$ cat src/rtl/core/qrs_pkg.sv
`timescale 1ns / 1ps

package qrs_pkg;

  // Coefficient format
  localparam int CoefWidth = 32;
  localparam int FracBits  = 16;

  // Derived widths
  localparam int MagW   = CoefWidth;            // magnitude of a coefficient
  localparam int ProdW  = 2 * CoefWidth;        // one product
  localparam int DiscW  = 2 * CoefWidth + 1;    // |b*b - 4ac|
  localparam int RootW  = (DiscW + 1) / 2;      // floor(sqrt(disc))
  localparam int RemW   = RootW + 3;            // square root remainder
  localparam int NumW   = CoefWidth + 2;        // signed -b +/- s
  localparam int NmagW  = CoefWidth + 1;        // magnitude of -b +/- s
  localparam int DvdW   = NmagW + FracBits;     // dividend, scaled
  localparam int DenW   = CoefWidth + 1;        // 2 * |a|
  localparam int TolW   = 32;

  localparam logic [TolW-1:0] TolReset = TolW'(429);

  // Stream widths
  localparam int InDataW  = ((3 * CoefWidth + 7) / 8) * 8;
  localparam int OutDataW = ((2 * CoefWidth + 1 + 7) / 8) * 8;
  localparam int KindW    = 2;

  // Queue between classifier and solver
  localparam int QueueDepth = 4;
  localparam int QueueIdxW  = $clog2(QueueDepth);

  typedef enum logic [KindW-1:0] {
    KIND_TWO    = 2'd0,
    KIND_DOUBLE = 2'd1,
    KIND_NONE   = 2'd2,
    KIND_AZERO  = 2'd3
  } kind_e;

  // Classified item handed from front to back
  typedef struct packed {
    kind_e             kind;
    logic              a_neg;
    logic [MagW-1:0]   a_mag;
    logic              b_neg;
    logic [MagW-1:0]   b_mag;
    logic [DiscW-1:0]  dmag;
  } job_t;

endpackage

$ cat src/rtl/core/qrs_queue.sv
`timescale 1ns / 1ps

module qrs_queue (
  input  logic           clk_i,
  input  logic           rst_ni,
  input  logic           push_i,
  input  qrs_pkg::job_t  job_i,
  output logic           space_o,
  input  logic           pop_i,
  output logic           valid_o,
  output qrs_pkg::job_t  job_o
);

  localparam int IW = qrs_pkg::QueueIdxW;

  qrs_pkg::job_t   mem_q [qrs_pkg::QueueDepth];
  logic [IW-1:0]   wr_q, rd_q;
  logic [IW:0]     cnt_q;
  logic            do_pop;

  assign space_o = cnt_q != (IW + 1)'(qrs_pkg::QueueDepth);
  assign valid_o = cnt_q != '0;
  assign do_pop  = pop_i & valid_o;
  assign job_o   = mem_q[rd_q];

  // Entry storage
  always_ff @(posedge clk_i) begin
    if (push_i) begin
      mem_q[wr_q] <= job_i;
    end
  end

  // Pointers and fill count
  always_ff @(posedge clk_i or negedge rst_ni) begin
    if (!rst_ni) begin
      wr_q  <= '0;
      rd_q  <= '0;
      cnt_q <= '0;
    end else begin
      if (push_i) begin
        wr_q <= wr_q + 1'b1;
      end
      if (do_pop) begin
        rd_q <= rd_q + 1'b1;
      end
      if (push_i && !do_pop) begin
        cnt_q <= cnt_q + 1'b1;
      end else if (!push_i && do_pop) begin
        cnt_q <= cnt_q - 1'b1;
      end
    end
  end

endmodule

$ cat config.mk
export PLATFORM = sky130hd
export DESIGN_NAME = qrs_queue
export DESIGN_NICKNAME = d
export VERILOG_FILES = /design/src/rtl/core/qrs_pkg.sv /design/src/rtl/core/qrs_queue.sv
export SDC_FILE = /design/constraint.sdc
export NUM_CORES = 1
export LEC_CHECK = 0
export ABC_AREA = 1
export BUFFER_PORTS_ARGS = -buffer_cell sky130_fd_sc_hd__buf_2
export CAP_MARGIN = 5
export CORE_ASPECT_RATIO = 0.6
export CORE_MARGIN = 10
export CORE_UTILIZATION = 32
export DETAILED_ROUTE_END_ITERATION = 10
export PLACE_DENSITY_LB_ADDON = 0.3
export SYNTH_ARGS = -nofsm -noshare
export SYNTH_HDL_FRONTEND = slang
export SYNTH_SLANG_ARGS = --single-unit
$ cat constraint.sdc
create_clock -name clk_i -period 3.85 [get_ports clk_i]
set_input_delay 0.1925 -clock clk_i [delete_from_list [all_inputs] [get_ports clk_i]]
set_output_delay 0.1925 -clock clk_i [all_outputs]
set_load 0.05 [all_outputs]
* Word-level counts from Yosys, hierarchy flattened
Memories as Yosys holds them, arrays and structs flattened.
Cells that the tools add are included.
** Storage, ports and cells
- Bits in registers :: 7
- Memory bits (writable) :: 532
- Input bits :: 137
- Output and inout port bits :: 135
- Logic and storage cells :: 20
- Memories kept :: 1
** Operators by class
- $add $sub $neg :: 4
- Equality and inequality tests :: 1
- Muxes and demuxes :: 4
- Bitwise gates (word level) :: 1
- Reductions and logical operators :: 6
** Memory list
- mem_q :: words 4, bits a word 133, read ports 1, clocked after memory_dff 0, write ports 1, RTL line qrs_queue.sv:16 : qrs_pkg::job_t mem_q [qrs_pkg::QueueDepth];
** Operators by type and width (count)
- 3-bit two-way mux :: 2
- 2-bit by 1-bit adder with 2-bit output, second input constant :: 2
- 3-bit by 1-bit adder with 3-bit output, second input constant :: 1
- 3-bit inequality test, second input constant :: 1
- 3-bit nonzero test :: 1
- 3-bit by 1-bit subtractor with 3-bit output, second input constant :: 1
- 1-bit logical AND :: 2
- 1-bit logical NOT :: 2
- 1-bit two-way mux :: 2
- 2-bit nonzero test :: 1
- 1-bit bitwise AND :: 1

* Longest topological paths before layout
- Depth in word-level cells :: 5
- Depth in mapped cells :: 11
- Gate-level depth less buffers :: 11

* Least setup slack after synthesis
OpenSTA, ideal clock, no wires.
- Path type :: flip-flop to flip-flop
- Start :: reg wr_q[0]
- End :: mem mem_q[2][0] in the netlist's numbering (enable)
- Setup time :: 486 ps
- Arrival time :: 3244 ps
- Data required time :: 3364 ps
- Path slack :: 119 ps
- Cell stages (with the launch flop) :: 5
- Path buffers :: 0
- Period minus slack after synthesis :: 3731 ps
- Path through :: dfrtp_1 -> inv_1 -> ha_1 -> nand2_1 -> inv_1
** RTL lines
- start: declaration :: RTL line qrs_queue.sv:17 : logic [IW-1:0] wr_q, rd_q;
- start signal: assignment :: RTL line qrs_queue.sv:41 : wr_q <= wr_q + 1'b1;
- end: declaration :: RTL line qrs_queue.sv:16
No word-level cell before the write port.

==> out/summary.txt <==
Status - finished clean
Reg2reg start - wr_q[1]$_DFFE_PN0P_
Post-synthesis sequential area ratio - 75.19%
Min-Delay Path Class - input pin to register
Switching part of the total power - 44.67%
Most common cell after layout, fill and taps aside - edfxtp_1
Clock share of power - 21.3%
Clock buffer depth - 3
Fin crit period - 2.882 ns
Switching Power - 10.03 mW
I/O Pins - 272
ANT nets after route - 0
Max Cap Viol - 0
Highest routed metal layer - met4
Post-Route M1 WL - 22.03 mm
Required time of the critical path - 3.66 ns
Die H - 220.7 um
Top_reg_cell synth - edfxtp_1
DR WL met2 - 23.11 mm
WS Path Type - register to output pin
Cell Int Power - 12.42 mW
Die Area - 78230 um^2
Layout Area Growth over Synthesis - 24.16%
Hold Path Origin - job_i[98]
GR Overflow Total - 0
Worst EP arrival - 2.69 ns
Fraction of layout cells with a size suffix above 1 - 17.95%
Routed WL - 48.78 mm
Post-Synthesis Cells - 1607
FMAX - 0.3470 GHz
Die width - 354.5 um
IO buf count - 271
GRT Util Overall - 12.22%
RSZ-0062 raised after global routing - no
Mapped cell area - 21480 um^2
Avg Cell Area, Syn - 13.37 um^2
Flop2flop setup slack - 1.81 ns
Combinational share of power - 43.4%
Setup Skew - 0.01529 ns
Least-Margin Pin Slew - 1.032 ns
Placer congestion estimate - 0.7282
Routed length on met3 - 2.791 mm
Hold depth - 2
Wirelength per Cell - 16.55 um
First-pass GRT wire length - 75.50 mm
Clk sink count - 539
Ys Warns - 0
EDFF count, synth - 532
Max Fanout on Critical Path - 113
Clk slew on worst S/H paths - 0.06 ns
Post-synth ARST share - 1.299%
CTS tree - done
Register bit total from synthesis - 539
Hold Fails Final Rpt - 0
Max-slew violations - 0
Fillers - 6196
Clock buffers created by TritonCTS - 52
Clock Latency Late Sink - 0.60 ns
FF-to-FF path depth - 5
Commonest non-fill, non-tap cells in the layout - 532 x edfxtp_1, 416 x nand2_1, 275 x inv_1
Vias/cell - 4.406
Initial drt markers - 742
TritonRoute pass-1 iters - 5
Worst Hold End - mem_q[3][98]$_DFFE_PP_
DP Wirelength - 28.08 mm
Library cells used by synthesis - 18
CORE AREA - 66310 um^2
Hold Buf Count CTS - 137
Initial Utilization - 32.39%
Capture point of the worst reg-to-reg path - mem_q[1][34]$_DFFE_PP_
Largest net degree at the start of global routing - 135
Root Driver - clkbuf_16
Via Count - 12990
Largest vdd supply drop - 0.0006874 V
Initial antenna violation count - 4
Post-Syn Nets - 1750
Row cnt - 73
Post-CTS Setup Repair Bufs - 0
Vias in the first global route - 13010
TNS Setup - 0 ns
Relative slew slack - 31.22%
Startpoint types - register
DRC viols - 0
Final Cycle Share - 74.86%
PwrDens - 841.8 nW/um^2
Flop pwr share - 35.3%
CP endpoint kind - output pin
Final hold slack - 0.3309 ns
Final setup fails - 0
H-tree depth - 2
Post-cts resize count - 0
Lkg Pwr - 10.57 nW
Nets - 2145
[Yosys cell counts, types with 2 or more instances]
cell / n / share of area [%]
buf_2: 42 / 0.98
buf_4: 2 / 0.070
buf_6: 24 / 1.3
clkbuf_1: 20 / 0.35
dfrtp_1: 7 / 0.82
edfxtp_1: 532 / 74
ha_1: 5 / 0.29
inv_1: 279 / 4.9
inv_2: 2 / 0.035
nand2_1: 416 / 7.3
nand3_1: 5 / 0.12
o211ai_1: 266 / 9.3
o21ai_0: 2 / 0.047
[cell families after synthesis]
logic type	Yosys count	share of synthesized area, %
fa+ha+maj	6	0.3845
buf+inv	370	7.584
simple gates	422	7.415
flops	539	75.19
xor+xnor	2	0.08157
compound gates	268	9.344
[power by group through the flow]
| stage | logic, mW | clock network, mW | registers (mW) |
|---|---|---|---|
| 2_1_floorplan | 7.42 | 0 | 8.10 |
| 4_1_cts | 9.97 | 4.97 | 7.92 |
| 6_report | 9.75 | 4.78 | 7.92 |
| 3_3_place_gp | 9.75 | 0 | 8.01 |
| 5_1_grt | 10.6 | 5.19 | 8.01 |
| 3_5_place_dp | 9.82 | 0 | 8.05 |
[worst max-delay path: stages, from the launching register on]
cell and delay [ns]:
dfrtp_1 0.45, inv_8 0.49, buf_4 0.40, o211ai_1 0.15, nand2_1 0.17, buf_2 0.29
[final cells by class]
class | instances | area [um^2] | area share (%)
Clock inverter | 35 | 240.2 | 0.9008
Inverter | 281 | 1085 | 4.068
Tap cell | 900 | 1126 | 4.223
Sequential cell | 539 | 16150 | 60.57
Multi-Input combinational cell | 698 | 3700 | 13.87
Clock buffer | 61 | 1335 | 5.006
Timing Repair Buffer | 430 | 3018 | 11.32
Antenna cell | 4 | 10.01 | 0.03753
[routing by layer]
metal,up-vias,track usage (%)
met5,-,0
met4,0,2.980
met3,65,3.175
met2,266,20.07
met1,6221,16.12
li1,6437,-
[state kept, by name, indices dropped and copies added (netlist names)]
name   cells
cnt_q      3
wr_q       2
rd_q       2
mem_q    532
[worst max path at each step]
stage / from / endpoint / slack, ns / cells after the start
floorplan: wr_q[0]$_DFFE_PN0P_ / mem_q[2][0]$_DFFE_PP_ / 0.12 / 4
global placement: rd_q[0]$_DFFE_PN0P_ / job_o[114] / 1.67 / 5
detailed placement: rd_q[0]$_DFFE_PN0P_ / job_o[105] / 1.64 / 5
CTS: rd_q[0]$_DFFE_PN0P_ / job_o[105] / 0.94 / 5
global route: rd_q[0]$_DFFE_PN0P_ / job_o[79] / 0.80 / 6
finish: rd_q[0]$_DFFE_PN0P_ / job_o[37] / 0.97 / 5
[metrics by stage]
stage / area (um^2) / utilization (%) / instances / worst slack [ns] / total power, mW
after floorplan: 21480 / - / 1607 / 0.1193 / 15.52
after global placement: 23710 / 35.76 / 2711 / 1.668 / 17.77
after detailed placement: 23710 / 35.76 / 2711 / 1.638 / 17.87
after CTS: 26660 / 40.20 / 2944 / 0.9442 / 22.86
after global routing: 26670 / 40.21 / 2947 / 0.7966 / 23.79
final: 26670 / 40.22 / 2948 / 0.9680 / 22.45
Power figures use the tool's default switching activity.
